$ cat config.mk
export PLATFORM = sky130hd
export DESIGN_NAME = hbridge_pwm_slew_limiter_unit
export DESIGN_NICKNAME = d
export VERILOG_FILES = /design/src/hdl/hbps_pkg.sv /design/src/hdl/hbps_step.sv /design/src/hdl/hbps_out_fifo.sv /design/src/hdl/hbridge_pwm_slew_limiter_unit.sv
export VERILOG_INCLUDE_DIRS = /design/src /design/src/hdl
export SDC_FILE = /design/constraint.sdc
export NUM_CORES = 1
export LEC_CHECK = 0
export BUFFER_PORTS_ARGS = -buffer_cell sky130_fd_sc_hd__buf_2
export CAP_MARGIN = 10
export CORE_AREA = 4 4 154 156
export CTS_BUF_LIST = sky130_fd_sc_hd__clkbuf_8
export DETAILED_ROUTE_END_ITERATION = 10
export DIE_AREA = 0 0 158 160
export PLACE_DENSITY = 0.42
export REMOVE_ABC_BUFFERS = 1
export SYNTH_ARGS = -nofsm -noshare
export SYNTH_HDL_FRONTEND = slang
export SYNTH_HIERARCHICAL = 1
export SYNTH_SLANG_ARGS = --single-unit
$ cat constraint.sdc
create_clock -name clk -period 5.89 [get_ports clk]
set_input_delay 0.2945 -clock clk [delete_from_list [all_inputs] [get_ports clk]]
set_output_delay 0.2945 -clock clk [all_outputs]
set_load 0.02 [all_outputs]
$ cat src/hdl/assert_macros.svh
// Assertion macros shared by the RTL of the slew limiter.
// Expects a clock named clk and an active-low reset named rst_n in scope.
`ifndef ASSERT_MACROS_SVH
`define ASSERT_MACROS_SVH

// Checked on every rising edge outside reset.
`define ASSERT_CLK(label, prop, msg) \
  label: assert property (@(posedge clk) disable iff (!rst_n) (prop)) else $error(msg);

// Checked on every rising edge, reset included.
`define ASSERT_ALWAYS(label, prop, msg) \
  label: assert property (@(posedge clk) (prop)) else $error(msg);

`endif

$ cat src/hdl/hbps_pkg.sv
// Types and constants of the H-bridge PWM slew limiter.
// No dependencies; used by every module of the block.
package hbps_pkg;

  localparam int unsigned DUTY_W    = 8;
  localparam int unsigned CFG_IDX_W = 1;

  // Result queue depth: a power of two, at least two (one full flip).
  localparam int unsigned FIFO_DEPTH = 4;

  localparam logic [DUTY_W-1:0] DUTY_MAX     = 8'd255;
  localparam logic [DUTY_W-1:0] ACCEL_RESET  = 8'd16;
  localparam logic [DUTY_W-1:0] BRAKE_RESET  = 8'd32;

  typedef enum logic {
    REQ_SET_DUTY   = 1'b0,
    REQ_SET_ENABLE = 1'b1
  } req_type_e;

  typedef enum logic [CFG_IDX_W-1:0] {
    CFG_ACCEL = 1'b0,
    CFG_BRAKE = 1'b1
  } cfg_reg_e;

  typedef struct packed {
    logic              req_type;
    logic [DUTY_W-1:0] duty_request;
    logic              want_forward;
    logic              force_flip;
    logic              enable_value;
  } in_item_t;

  typedef struct packed {
    logic              forward_pin;
    logic              backward_pin;
    logic [DUTY_W-1:0] duty_out;
    logic              last;
  } out_item_t;

  typedef struct packed {
    logic [DUTY_W-1:0] accel_step_limit;
    logic [DUTY_W-1:0] brake_step_limit;
  } cfg_t;

  typedef struct packed {
    logic [DUTY_W-1:0] duty;
    logic              forward;
    logic              enabled;
  } state_t;

  // Outcome of one request: first beat, optional second beat.
  typedef struct packed {
    out_item_t beat0;
    out_item_t beat1;
    logic      two;
  } step_t;

endpackage

$ cat src/hdl/hbps_step.sv
// Combinational step of the slew limiter: slew, clamp and bridge pin logic.
// Depends on hbps_pkg.
module hbps_step (
  input  hbps_pkg::in_item_t item,
  input  hbps_pkg::state_t   cur,
  input  hbps_pkg::cfg_t     cfg,
  output hbps_pkg::state_t   nxt,
  output hbps_pkg::step_t    res
);

  logic                      flip;
  logic [hbps_pkg::DUTY_W-1:0] slewed;
  logic [hbps_pkg::DUTY_W-1:0] diff_up;
  logic [hbps_pkg::DUTY_W-1:0] diff_dn;
  logic [hbps_pkg::DUTY_W:0]   sum_up;
  hbps_pkg::out_item_t         final_beat;
  hbps_pkg::out_item_t         dead_beat;

  assign flip    = item.want_forward != cur.forward;
  assign diff_up = item.duty_request - cur.duty;
  assign diff_dn = cur.duty - item.duty_request;
  assign sum_up  = {1'b0, cur.duty} + {1'b0, cfg.accel_step_limit};

  always_comb begin
    slewed = item.duty_request;
    if (item.duty_request > cur.duty) begin
      if (diff_up > cfg.accel_step_limit) begin
        slewed = sum_up[hbps_pkg::DUTY_W] ? hbps_pkg::DUTY_MAX
                                          : sum_up[hbps_pkg::DUTY_W-1:0];
      end
    end else if (item.duty_request < cur.duty) begin
      if (diff_dn > cfg.brake_step_limit) begin
        slewed = (cur.duty > cfg.brake_step_limit) ? cur.duty - cfg.brake_step_limit
                                                   : '0;
      end
    end
  end

  always_comb begin
    nxt = cur;
    unique case (hbps_pkg::req_type_e'(item.req_type))
      hbps_pkg::REQ_SET_ENABLE: nxt.enabled = item.enable_value;
      hbps_pkg::REQ_SET_DUTY: begin
        nxt.duty    = (item.force_flip && flip) ? item.duty_request : slewed;
        nxt.forward = item.want_forward;
      end
      default: nxt = cur;
    endcase
  end

  always_comb begin
    final_beat.forward_pin  = nxt.enabled && nxt.forward;
    final_beat.backward_pin = nxt.enabled && !nxt.forward;
    final_beat.duty_out     = nxt.enabled ? nxt.duty : '0;
    final_beat.last         = 1'b1;

    // Dead time: both bridge inputs low, old duty still driven.
    dead_beat.forward_pin   = 1'b0;
    dead_beat.backward_pin  = 1'b0;
    dead_beat.duty_out      = cur.enabled ? cur.duty : '0;
    dead_beat.last          = 1'b0;

    if (item.req_type == hbps_pkg::REQ_SET_DUTY && flip) begin
      res.beat0 = dead_beat;
      res.beat1 = final_beat;
      res.two   = 1'b1;
    end else begin
      res.beat0 = final_beat;
      res.beat1 = final_beat;
      res.two   = 1'b0;
    end
  end

endmodule

$ cat src/hdl/hbps_out_fifo.sv
// Result queue: takes one or two beats a cycle, hands out one a cycle while pop is high and it is not empty.
// Depends on hbps_pkg.
module hbps_out_fifo (
  input  logic                                      clk,
  input  logic                                      rst_n,
  input  logic                                      push,
  input  hbps_pkg::step_t                           push_data,
  input  logic                                      pop,
  output logic                                      out_valid,
  output hbps_pkg::out_item_t                       out_item,
  output logic [$clog2(hbps_pkg::FIFO_DEPTH+1)-1:0] count
);

  localparam int unsigned DEPTH = hbps_pkg::FIFO_DEPTH;
  localparam int unsigned PTR_W = $clog2(DEPTH);
  localparam int unsigned CNT_W = $clog2(DEPTH+1);

  hbps_pkg::out_item_t mem_r [DEPTH];
  logic [PTR_W-1:0]    wr_ptr_r, wr_ptr_nxt;
  logic [PTR_W-1:0]    rd_ptr_r, rd_ptr_nxt;
  logic [CNT_W-1:0]    cnt_r, cnt_nxt;
  logic [CNT_W-1:0]    n_push;
  logic                do_pop;

  assign do_pop    = pop && (cnt_r != '0);
  assign n_push    = push ? (push_data.two ? CNT_W'(2) : CNT_W'(1)) : '0;
  assign wr_ptr_nxt = wr_ptr_r + PTR_W'(n_push);
  assign rd_ptr_nxt = rd_ptr_r + PTR_W'(do_pop);
  assign cnt_nxt    = cnt_r + n_push - CNT_W'(do_pop);

  always_ff @(posedge clk) begin
    if (!rst_n) begin
      wr_ptr_r <= '0;
      rd_ptr_r <= '0;
      cnt_r    <= '0;
    end else begin
      wr_ptr_r <= wr_ptr_nxt;
      rd_ptr_r <= rd_ptr_nxt;
      cnt_r    <= cnt_nxt;
    end
  end

  always_ff @(posedge clk) begin
    if (push) begin
      mem_r[wr_ptr_r] <= push_data.beat0;
      if (push_data.two) begin
        mem_r[wr_ptr_r + PTR_W'(1)] <= push_data.beat1;
      end
    end
  end

  assign out_valid = cnt_r != '0;
  assign out_item  = mem_r[rd_ptr_r];
  assign count     = cnt_r;

endmodule

$ cat src/hdl/hbridge_pwm_slew_limiter_unit.sv
// Top level of the H-bridge PWM slew limiter.
// Depends on hbps_pkg, hbps_step, hbps_out_fifo and assert_macros.svh.
//
//   Input channel (in_valid / in_stall / in_item): one beat is one request,
//   either set duty and direction or set enable. A beat is taken on a rising
//   edge with in_valid high and in_stall low.
//   Result channel (out_valid / out_stall / out_item): one beat per result.
//   An enable request or a duty request in the same direction gives one
//   beat; a direction flip gives a dead-time beat (both pins low, last 0)
//   followed by the beat with the new pins (last 1).
//   Config port (cfg_wr_en / cfg_index / cfg_wdata): index 0 is the
//   acceleration step, index 1 the braking step; write only while idle.
//   Path: a taken beat waits in the input register until the result queue
//   has room for two beats, is then stepped and pushed, and is offered from there.
//   Throughput: one request per cycle while the queue has room, as the step
//   logic between the input register and the result queue is combinational;
//   a flip adds a second output beat, so a run of flips fills the queue.
//   Stall: while out_stall is high the queue fills; once it lacks room for
//   two beats the input register holds and in_stall rises.
//   Reset (rst_n low, synchronous): duty 0, forward, disabled, steps 16/32.
`include "assert_macros.svh"
module hbridge_pwm_slew_limiter_unit (
  input  logic                              clk,
  input  logic                              rst_n,
  input  logic                              in_valid,
  output logic                              in_stall,
  input  hbps_pkg::in_item_t                in_item,
  output logic                              out_valid,
  input  logic                              out_stall,
  output hbps_pkg::out_item_t               out_item,
  input  logic                              cfg_wr_en,
  input  logic [hbps_pkg::CFG_IDX_W-1:0]    cfg_index,
  input  logic [hbps_pkg::DUTY_W-1:0]       cfg_wdata
);

  localparam int unsigned FIFO_DEPTH = hbps_pkg::FIFO_DEPTH;
  localparam int unsigned CNT_W      = $clog2(FIFO_DEPTH+1);

  // Input register
  logic                 in_v_r, in_v_nxt;
  hbps_pkg::in_item_t   in_item_r;
  logic                 in_acc;
  logic                 advance;

  // Channel state and configuration
  hbps_pkg::state_t     state_r, state_nxt;
  hbps_pkg::cfg_t       cfg_r;
  hbps_pkg::step_t      step_res;

  logic [CNT_W-1:0]     fifo_cnt;
  logic                 room2;

  // Result beat classification for the checks
  logic                 dead_shown;
  logic                 dead_taken;
  logic                 final_shown;
  logic                 pins_low;

  // Advance only when the queue can hold a full flip (two beats).
  assign room2    = fifo_cnt <= CNT_W'(FIFO_DEPTH - 2);
  assign advance  = in_v_r && room2;
  assign in_stall = in_v_r && !room2;
  assign in_acc   = in_valid && !in_stall;
  assign in_v_nxt = in_acc ? 1'b1 : (advance ? 1'b0 : in_v_r);

  always_ff @(posedge clk) begin
    if (!rst_n) begin
      in_v_r <= 1'b0;
    end else begin
      in_v_r <= in_v_nxt;
    end
  end

  always_ff @(posedge clk) begin
    if (in_acc) begin
      in_item_r <= in_item;
    end
  end

  // Configuration writes
  always_ff @(posedge clk) begin
    if (!rst_n) begin
      cfg_r.accel_step_limit <= hbps_pkg::ACCEL_RESET;
      cfg_r.brake_step_limit <= hbps_pkg::BRAKE_RESET;
    end else if (cfg_wr_en) begin
      unique case (hbps_pkg::cfg_reg_e'(cfg_index))
        hbps_pkg::CFG_ACCEL: cfg_r.accel_step_limit <= cfg_wdata;
        hbps_pkg::CFG_BRAKE: cfg_r.brake_step_limit <= cfg_wdata;
        default: cfg_r <= cfg_r;
      endcase
    end
  end

  hbps_step u_step (
    .item (in_item_r),
    .cur  (state_r),
    .cfg  (cfg_r),
    .nxt  (state_nxt),
    .res  (step_res)
  );

  // Commit the channel state only when the request leaves the input register.
  always_ff @(posedge clk) begin
    if (!rst_n) begin
      state_r.duty    <= '0;
      state_r.forward <= 1'b1;
      state_r.enabled <= 1'b0;
    end else if (advance) begin
      state_r <= state_nxt;
    end
  end

  hbps_out_fifo u_out_fifo (
    .clk       (clk),
    .rst_n     (rst_n),
    .push      (advance),
    .push_data (step_res),
    .pop       (!out_stall),
    .out_valid (out_valid),
    .out_item  (out_item),
    .count     (fifo_cnt)
  );

  assign dead_shown  = out_valid && !out_item.last;
  assign dead_taken  = dead_shown && !out_stall;
  assign final_shown = out_valid && out_item.last;
  assign pins_low    = !out_item.forward_pin && !out_item.backward_pin;

  // Checks
  `ASSERT_CLK(a_fifo_bound, fifo_cnt <= CNT_W'(FIFO_DEPTH), "result queue overflow")
  `ASSERT_CLK(a_stall_needs_item, !in_v_r |-> !in_stall, "stall with input register empty")
  `ASSERT_CLK(a_dead_then_final, dead_taken |=> final_shown, "dead-time beat without final beat")
  `ASSERT_CLK(a_dead_pins_low, dead_shown |-> pins_low, "dead-time beat drives a bridge pin")

endmodule

==> key figures, run 1 <==
Run status
  • Status: finished clean

STA
  • Fmax: about 190 MHz
  • Max-slew headroom: 0.2157
  • Unrepaired setup endpoints after global routing: no
  • Final setup fails: 0
  • Hold Fails Final Rpt: 0
  • Clock skew: 0.02001 ns
  • Fin crit share: 0.8731
  • Worst-margin pin slew: 1.174 ns
  • Fin crit period: 5.143 ns
  • Final hold slack: 0.08759 ns
  • Fin Setup TNS: 0 ns
  • Final Max Tran Viols: 0

Synth
  • Seq cells post-synth: 90
  • FFs w/ async S/R, synth: 0
  • Top cells by area, synth: edfxtp_1, dfxtp_1, ha_1, mux2_2, nand2_1
  • Syn Inst Count: 650
  • Number of flops mapped to enable cells by yosys: 56
  • Yosys top cell by area: edfxtp_1
  • Mapped cell area: 6583 µm²
  • Ys flop type: edfxtp_1
  • Area fraction of the dominant cell type after synthesis: 0.2555
  • Sequential fraction of the synthesis area: 0.3589
  • Mean Syn Cell Area: approximately 10 µm²
  • Synth warn: 6
  • Distinct cells, synth: 76

Power
  • P per Cell Area: 325.4 nW/µm²
  • Power after layout: 2.332 mW
  • Sw frac: 0.4250
  • Maximum vdd drop: 0.0001202 V
  • Clock power share: 0.179
  • Leakage: 2.819 nW
  • Switching power total: 0.9911 mW
  • Logic pwr share: 0.466
  • Sequential share of power: 0.355
  • Internal power: about 1.3 mW

CTS
  • CTS tree: done
  • Clock-pin slew on the worst setup and hold paths: 0.11 ns
  • CTS sink cnt: 90
  • Post-CTS setup buffer count: 0
  • Number of CTS-inserted buffers: 9
  • Post_cts resized: 0
  • CTS Hold Bufs: 0
  • Clk_lat worst skew: 0.38 ns
  • H-Tree Depth: 3
  • Clock buffer depth: 2
  • Root Buffer Master: clkbuf_8

Placed design
  • Routability congestion estimate from global placement: 0.9361
  • Dpl hpwl: 14590 µm
  • Port Buffers: 38
  • Placed cell count: 951

Global route
  • Largest net degree at the start of global routing: between 40 and 50
  • GR Util All Layers: 0.1518
  • Vias in the first global route: 4997
  • Antenna violations before repair: 0
  • First-pass GRT wire length: 29440 µm
  • Aggregate global routing overflow: 0

Layout
  • Final Non-Filler Cells: 967
  • Final core utilization: 0.3204
  • Total Nets Final: 758
  • Antenna cells: 0
  • Area Growth Syn to Fin: 8.877%
  • Fraction of layout cells with a size suffix above 1: 0.1979

Routing
  • Count of routing violations after the opening detailed-route iteration: 405
  • Via count: 5075
  • Drt pass-1 iters: 5
  • DR vias/cell: 5.248
  • Post-route ant nets: 0
  • Final wirelength: 19000 µm
  • Wire per inst: 19.65 µm
  • Drt drc: 0

Critical path
  • Setup Crit Path Kind: reg -> reg
  • Crit path DAT: about 5.3 ns
  • Worst R2R Setup Slack: approximately 0.75 ns
  • CP max stage cell: a31oi_1
  • Worst setup EP type: flip-flop
  • Largest stage delay on the critical path: just over 0.7 ns
  • Worst setup path endpoint: u_out_fifo/mem_r[3][3]
  • Crit start category: flip-flop
  • Critical path, cell by cell: inv_1 > fa_1 > a21oi_2 > inv_1 > a21oi_1 > xnor2_1 > ha_1 > nand3_1 > o21bai_1 > a31oi_1 > nand3_1 > nor4_2 > nor3_1 > a22o_1 > mux2_2
  • CP max FO: 9
  • CP Launch Point: state_r[3]
  • Reg2reg path depth: 15
  • Reg2reg end: u_out_fifo/mem_r[3][3]
  • Reg2reg start: state_r[3]
  • Critical Path RT: slightly above 6 ns

Floorplan
  • Core area: approximately 22000 µm²
  • Die height: 160 µm
  • Die area: 25280 µm²
  • Initial core utilization: 0.2943
  • Std-Cell Rows: 55
  • DIE WIDTH: about 160 µm
  • I/O pin cnt: 39

Run
  • Max-cap violations: 0

Worst hold path
  • Hold/Removal Path Class: in -> reg
==> critical path: cells and delay by family (launching register included) <==
family                     cells  cell delay, ns
AOI/OAI and AO/OA              5            1.58
xor gates and xnor gates       1            0.11
adders and majority gates      2            0.80
buffers and inverters          2            0.30
DFF                            1            0.64
muxes                          1            0.28
and+or+nand+nor                4            1.22
==> placed cells by master (no fill, tap or decap), types with 4 or more instances in the layout <==
cell	Yosys	layout
clkbuf_8	0	9
o21a_1	6	6
mux4_2	11	11
xnor2_1	17	17
mux2i_1	10	10
o31a_1	4	4
o21bai_1	6	6
a21oi_1	34	34
o31ai_1	5	5
a21boi_1	9	9
a211oi_1	8	8
dfxtp_1	34	34
nand4_1	9	9
mux2_2	45	45
nor2b_1	9	9
inv_1	47	47
edfxtp_1	56	56
and2_1	14	14
xor2_1	8	8
nand3_1	28	28
and3_1	7	7
a31oi_1	4	4
o21ai_0	14	14
buf_4	10	5
nor2_1	21	21
nand2_1	73	73
buf_2	7	38
a21o_1	7	7
ha_1	50	50
fa_1	5	5
a21boi_0	7	7
o211ai_1	5	5
nor3_1	11	11
==> Yosys cell counts (4+ instances only) <==
| library cell | count |
|---|---|
| edfxtp_1 | 56 |
| inv_1 | 47 |
| a21o_1 | 7 |
| buf_4 | 10 |
| mux4_2 | 11 |
| o21ai_0 | 14 |
| o21bai_1 | 6 |
| a211oi_1 | 8 |
| nor2_1 | 21 |
| xnor2_1 | 17 |
| nand3_1 | 28 |
| clkbuf_1 | 5 |
| mux2_2 | 45 |
| and3_1 | 7 |
| mux2i_1 | 10 |
| xor2_1 | 8 |
| ha_1 | 50 |
| nor3_1 | 11 |
| o21a_1 | 6 |
| nor2b_1 | 9 |
| dfxtp_1 | 34 |
| o211ai_1 | 5 |
| buf_2 | 7 |
| nand2_1 | 73 |
| buf_6 | 5 |
| o31ai_1 | 5 |
| fa_1 | 5 |
| a21boi_0 | 7 |
| o31a_1 | 4 |
| a21boi_1 | 9 |
| a21oi_1 | 34 |
| a31oi_1 | 4 |
| nand4_1 | 9 |
| and2_1 | 14 |
==> per-stage QoR <==
step | instance area, µm² | setup WS [ns]
after floorplan | 6397 | 2.056
after global placement | 6982 | 0.8564
after detailed placement | 6982 | 0.8921
after CTS | 7167 | 0.8850
after global routing | 7167 | 0.5670
final | 7167 | 0.7473
==> worst min path at each step <==
stage / startpoint / endpoint / slack (ns) / depth (start not counted)
final: in_item[2] / in_item_r[2] / 0.09 / 1
after global routing: in_item[2] / in_item_r[2] / 0.05 / 1
after CTS: in_item[2] / in_item_r[2] / 0.05 / 1
after detailed placement: cfg_r[6] / cfg_r[6] / 0.46 / 2
after global placement: cfg_r[5] / cfg_r[5] / 0.46 / 2
after floorplan: rst_n / cfg_r[12] / 0.37 / 1
==> registers in the layout (all words and copies together) (netlist names) <==
| name | cells |
|---|---|
| cfg_r | 16 |
| in_item_r | 12 |
| in_v_r | 1 |
| state_r | 10 |
| u_out_fifo/count | 3 |
| u_out_fifo/mem_r | 44 |
| u_out_fifo/rd_ptr_r | 2 |
| u_out_fifo/wr_ptr_r | 2 |
==> area by class of cell <==
type / instances / area [µm²]
timing repair buffer: 43 / 227.7
multi-input combinational: 486 / 3859
fill: 2291 / 15200
clock buffer: 9 / 123.9
sequential: 90 / 2362
inverter: 47 / 176.4
tap: 285 / 356.6
clock inverter: 7 / 61.31
==> power groups by stage <==
stage | Combinational, mW | Clock (mW) | Sequential (mW)
2_1_floorplan | 0.787 | 0 | 0.808
3_3_place_gp | 1.07 | 0 | 0.842
3_5_place_dp | 1.07 | 0 | 0.846
4_1_cts | 1.08 | 0.438 | 0.831
5_1_grt | 1.19 | 0.466 | 0.841
6_report | 1.09 | 0.418 | 0.828
==> cell families after synthesis <==
kind of cell / Yosys count / synth area share
AOI/OAI and AO/OA: 144 / 0.1629
xor gates and xnor gates: 25 / 0.03326
adders and majority gates: 55 / 0.1102
buffers and inverters: 74 / 0.05493
DFF: 90 / 0.3589
muxes: 66 / 0.1298
other: 1 / 0.0005697
and+or+nand+nor: 195 / 0.1494
==> layer usage <==
| layer | vias to the layer above | GRT usage | wire length (µm) |
|---|---|---|---|
| met5 | - | 0 | 0 |
| met4 | 0 | 0.04808 | 422 |
| met3 | 25 | 0.02466 | 724 |
| met2 | 122 | 0.2368 | 8805 |
| met1 | 2481 | 0.2148 | 9049 |
| li1 | 2447 | - | - |
No activity file was read; power rests on OpenSTA's default activity.
==> run 2: changes to the inputs <==
Settings changed: ABC_AREA set to 1, CORE_AREA 4 4 154 156 to 4 4 158 160, DIE_AREA 0 0 158 160 to 0 0 162 164.
==> run 2 against run 1 <==
  * Flip-flop and latch count stayed put
  * Largest cell class unchanged
  * Worst hold slack worse by 0.0051 ns
  * Critical path depth is 7 higher
  * First-iteration DRC count is 8.9% lower
  * Utilization is 0.57 points higher
  * Power is 15% higher
  * Wire length is 3.1% higher
  * Largest power group unchanged
==> key figures, run 2 <==
Critical path
  • Largest stage delay on the critical path: 0.68 ns (-0.04 ns)
  • Worst setup EP type: flip-flop
  • Crit start category: flip-flop
  • Reg2reg start: state_r[3]
  • Setup Crit Path Kind: reg -> reg
  • Crit path DAT: 4.20 ns (-1.09 ns)
  • Critical Path RT: 6.03 ns (about the same)
  • CP max stage cell: dfxtp_1
  • Top cell by count, worst path: nand2_1
  • Worst R2R Setup Slack: 1.83 ns (+1.08 ns)
  • Critical path, cell by cell: inv_1 > ha_1 > a21oi_1 > o21ai_0 > a221oi_1 > xnor2_1 > ha_1 > nand2_1 > nor2_1 > nand4_2 > nand2_2 > nand2_1 > nand2_1 > nor2_1 > nor2_1 > nand2_1 > nand2_2 > nand2_2 > nand3_2 > nand2_1 > nand2_1 > o21ai_2
  • Reg2reg end: u_out_fifo/mem_r[1][7]
  • Reg2reg path depth: 22 (+7)
  • CP max FO: 9 (unchanged)

STA
  • Clock skew: 0.01495 ns (-0.005055 ns)
  • Fmax: 246.0 MHz (+27%)
  • Worst Setup Slack, final: 1.825 ns (+1.078 ns)
  • Final setup fails: 0 (unchanged)
  • Fin crit period: 4.065 ns (-1.078 ns)
  • Fin crit share: 0.6901 (-0.1830)
  • Unrepaired setup endpoints after global routing: no
  • Final Max Tran Viols: 0 (unchanged)
  • Fin Setup TNS: 0 ns (unchanged)
  • Hold Fails Final Rpt: 0 (unchanged)
  • Worst-margin pin slew: 1.151 ns (-0.02326 ns)
  • Max-slew headroom: 0.2300 (+0.01428)

Synth
  • Syn Inst Count: 939 (+44%)
  • Count leader, synth: nand2_1
  • Synth warn: 6 (unchanged)
  • Mapped cell area: 7012 µm² (+6.5%)
  • Ys flop type: edfxtp_1
  • FFs w/ async S/R, synth: 0 (unchanged)
  • Top post-synthesis cells by count: nand2_1, inv_1, nor2_1
  • Top cells by area, synth: edfxtp_1, nand2_1, dfxtp_1, ha_1, inv_1
  • Mean Syn Cell Area: 7.467 µm² (-26%)
  • Number of flops mapped to enable cells by yosys: 56 (unchanged)
  • Yosys top cell by area: edfxtp_1
  • Area fraction of the dominant cell type after synthesis: 0.2398 (-0.01564)
  • Sequential fraction of the synthesis area: 0.3369 (-0.02196)
  • Seq cells post-synth: 90 (unchanged)
  • Distinct cells, synth: 50 (-34%)

Routing
  • Post-route ant nets: 0 (unchanged)
  • Drt pass-1 iters: 5 (unchanged)
  • DR vias/cell: 4.470 (-15%)
  • Wire per inst: 15.19 µm (-23%)
  • Drt drc: 0 (unchanged)
  • Count of routing violations after the opening detailed-route iteration: 369 (-8.9%)
  • Via count: 5766 (+14%)
  • Final wirelength: 19590 µm (+3.1%)

Floorplan
  • Core area: 23400 µm² (+4.6%)
  • DIE WIDTH: 162 µm (+2.5%)
  • Die area: 26570 µm² (+5.1%)
  • Std-Cell Rows: 56 (+1.8%)
  • Die height: 164 µm (+2.5%)
  • Initial core utilization: 0.2996 (+0.005293)
  • I/O pin cnt: 39 (unchanged)

Worst hold path
  • Hold Path End: in_item_r[1]
  • Hold/Removal Path Class: in -> reg
  • Hold Path Origin: in_item[1]
  • WHS Path Cells: 1 (unchanged)

Global route
  • Vias in the first global route: 5615 (+12%)
  • First-pass GRT wire length: 32160 µm (+9.2%)
  • Met2 GRT Util: 0.2359 (-0.0009213)
  • Aggregate global routing overflow: 0 (unchanged)
  • Met3 usage: 0.02108 (-0.003582)
  • Global-route track usage on met1: 0.2290 (+0.01416)
  • GR peak layer: met2
  • GR Util All Layers: 0.1537 (+0.001877)
  • Largest net degree at the start of global routing: 35 (-20%)
  • Antenna violations before repair: 0 (unchanged)

CTS
  • Number of CTS-inserted buffers: 9 (unchanged)
  • Clock buffer depth: 2 (unchanged)
  • Clk_lat worst skew: 0.39 ns (about the same)
  • CTS tree: done
  • H-Tree Depth: 3 (unchanged)
  • Root Buffer Master: clkbuf_8
  • Post_cts resized: 0 (unchanged)
  • Clock-pin slew on the worst setup and hold paths: 0.11 ns (about the same)
  • Post-CTS setup buffer count: 0 (unchanged)
  • CTS sink cnt: 90 (unchanged)
  • CTS Hold Bufs: 0 (unchanged)

Layout
  • Most flop-heavy register: u_out_fifo/mem_r
  • Area Growth Syn to Fin: 8.869% (about the same)
  • Max FFs per register: 44 (unchanged)
  • Antenna cells: 0 (unchanged)
  • Most common cell after layout, fill and taps aside: nand2_1
  • Commonest cells after routing, fill and taps aside: nand2_1, inv_1, nor2_1, o21ai_0, edfxtp_1
  • Fraction of layout cells with a size suffix above 1: 0.1504 (-0.04759)
  • Final Non-Filler Cells: 1290 (+33%)
  • Total Nets Final: 1047 (+38%)
  • Top flop regs: u_out_fifo/mem_r: 44 flops, cfg_r: 16 flops, in_item_r: 12 flops
  • Final core utilization: 0.3262 (+0.005739)
  • FILL cells: 2591 (+13%)

Placed design
  • Routability congestion estimate from global placement: 0.8105 (-13%)
  • Port Buffers: 38 (unchanged)
  • Dpl ws: 1.839 ns (+0.9468 ns)
  • Dpl hpwl: 14700 µm (+0.77%)
  • Placed cell count: 1274 (+34%)

Run status
  • Status: finished clean

Run
  • Max-cap violations: 0 (unchanged)

Power
  • P per Cell Area: 350.8 nW/µm² (+7.8%)
  • Maximum vdd drop: 0.00009737 V (-19%)
  • Leakage: 3.526 nW (+25%)
## run 2: cell count changes after synthesis, moves of 12 or more
cell | previous run | this run
nor2_1 | 21 | 93
o21ai_2 | 0 | 19
and2_1 | 14 | 0
nand2_1 | 73 | 236
inv_1 | 47 | 136
o21ai_1 | 3 | 20
mux2_2 | 45 | 0
nand2_2 | 0 | 25
xnor2_1 | 17 | 5
o21ai_0 | 14 | 58
## run 2: metrics by stage
stage | instance area (µm²) | hold slack [ns] | power (mW)
after floorplan | 6787 | 0.3786 | 1.874
after CTS | 7634 | 0.05281 | 2.720
after detailed placement | 7428 | 0.4622 | 2.260
after global placement | 7428 | 0.4690 | 2.269
after global routing | 7634 | 0.05313 | 2.952
final | 7634 | 0.08246 | 2.678
## run 2: worst max path at each step
stage | end | depth (start not counted) | start
after global placement | u_out_fifo/mem_r[1][7] | 22 | state_r[3]
after floorplan | u_out_fifo/mem_r[1][1] | 26 | state_r[2]
after CTS | u_out_fifo/mem_r[1][7] | 22 | state_r[3]
after detailed placement | u_out_fifo/mem_r[1][7] | 22 | state_r[3]
final | u_out_fifo/mem_r[1][7] | 22 | state_r[3]
after global routing | u_out_fifo/mem_r[3][4] | 19 | state_r[3]
## run 2: logic make-up (layout without fill, tap and decap cells)
kind of cell	count (synthesis)	after routing	synth area share
other	1	1	0.0005348
XOR/XNOR	17	17	0.02123
flip-flops	90	90	0.3369
buffers and inverters	178	210	0.1156
AND/OR/NAND/NOR	444	444	0.2898
AO/OA/AOI/OAI	154	154	0.1324
adder cells (fa/ha/maj)	55	55	0.1035
## run 2: area by class of cell
cell class | count | area [µm²] | share of cell area
multi-input combinational | 671 | 3839 | 0.5029
sequential | 90 | 2362 | 0.3095
inverter | 149 | 585.6 | 0.07671
tap | 319 | 399.1 | 0.05229
timing repair buffer | 45 | 242.7 | 0.03180
clock buffer | 9 | 123.9 | 0.01623
clock inverter | 7 | 81.33 | 0.01065
## run 2: report_power, final
part	internal, mW	switching (mW)
clock network	0.170	0.274
logic	0.482	0.922
registers	0.756	0.0751
## run 2: metal layers
metal,routed length (µm),share of wire,vias up
met1,10290,0.53,2573
met4,272,0.014,0
met2,8444,0.43,90
li1,-,-,3087
met5,0,0,-
met3,582,0.030,16
## run 2: critical path: cells and delay by family (launching register included)
kind / cells / cell delay, ns
buf+inv: 1 / 0.22
flops: 1 / 0.68
simple gates: 14 / 1.49
compound gates: 4 / 0.76
fa+ha+maj: 2 / 0.54
xor+xnor: 1 / 0.12
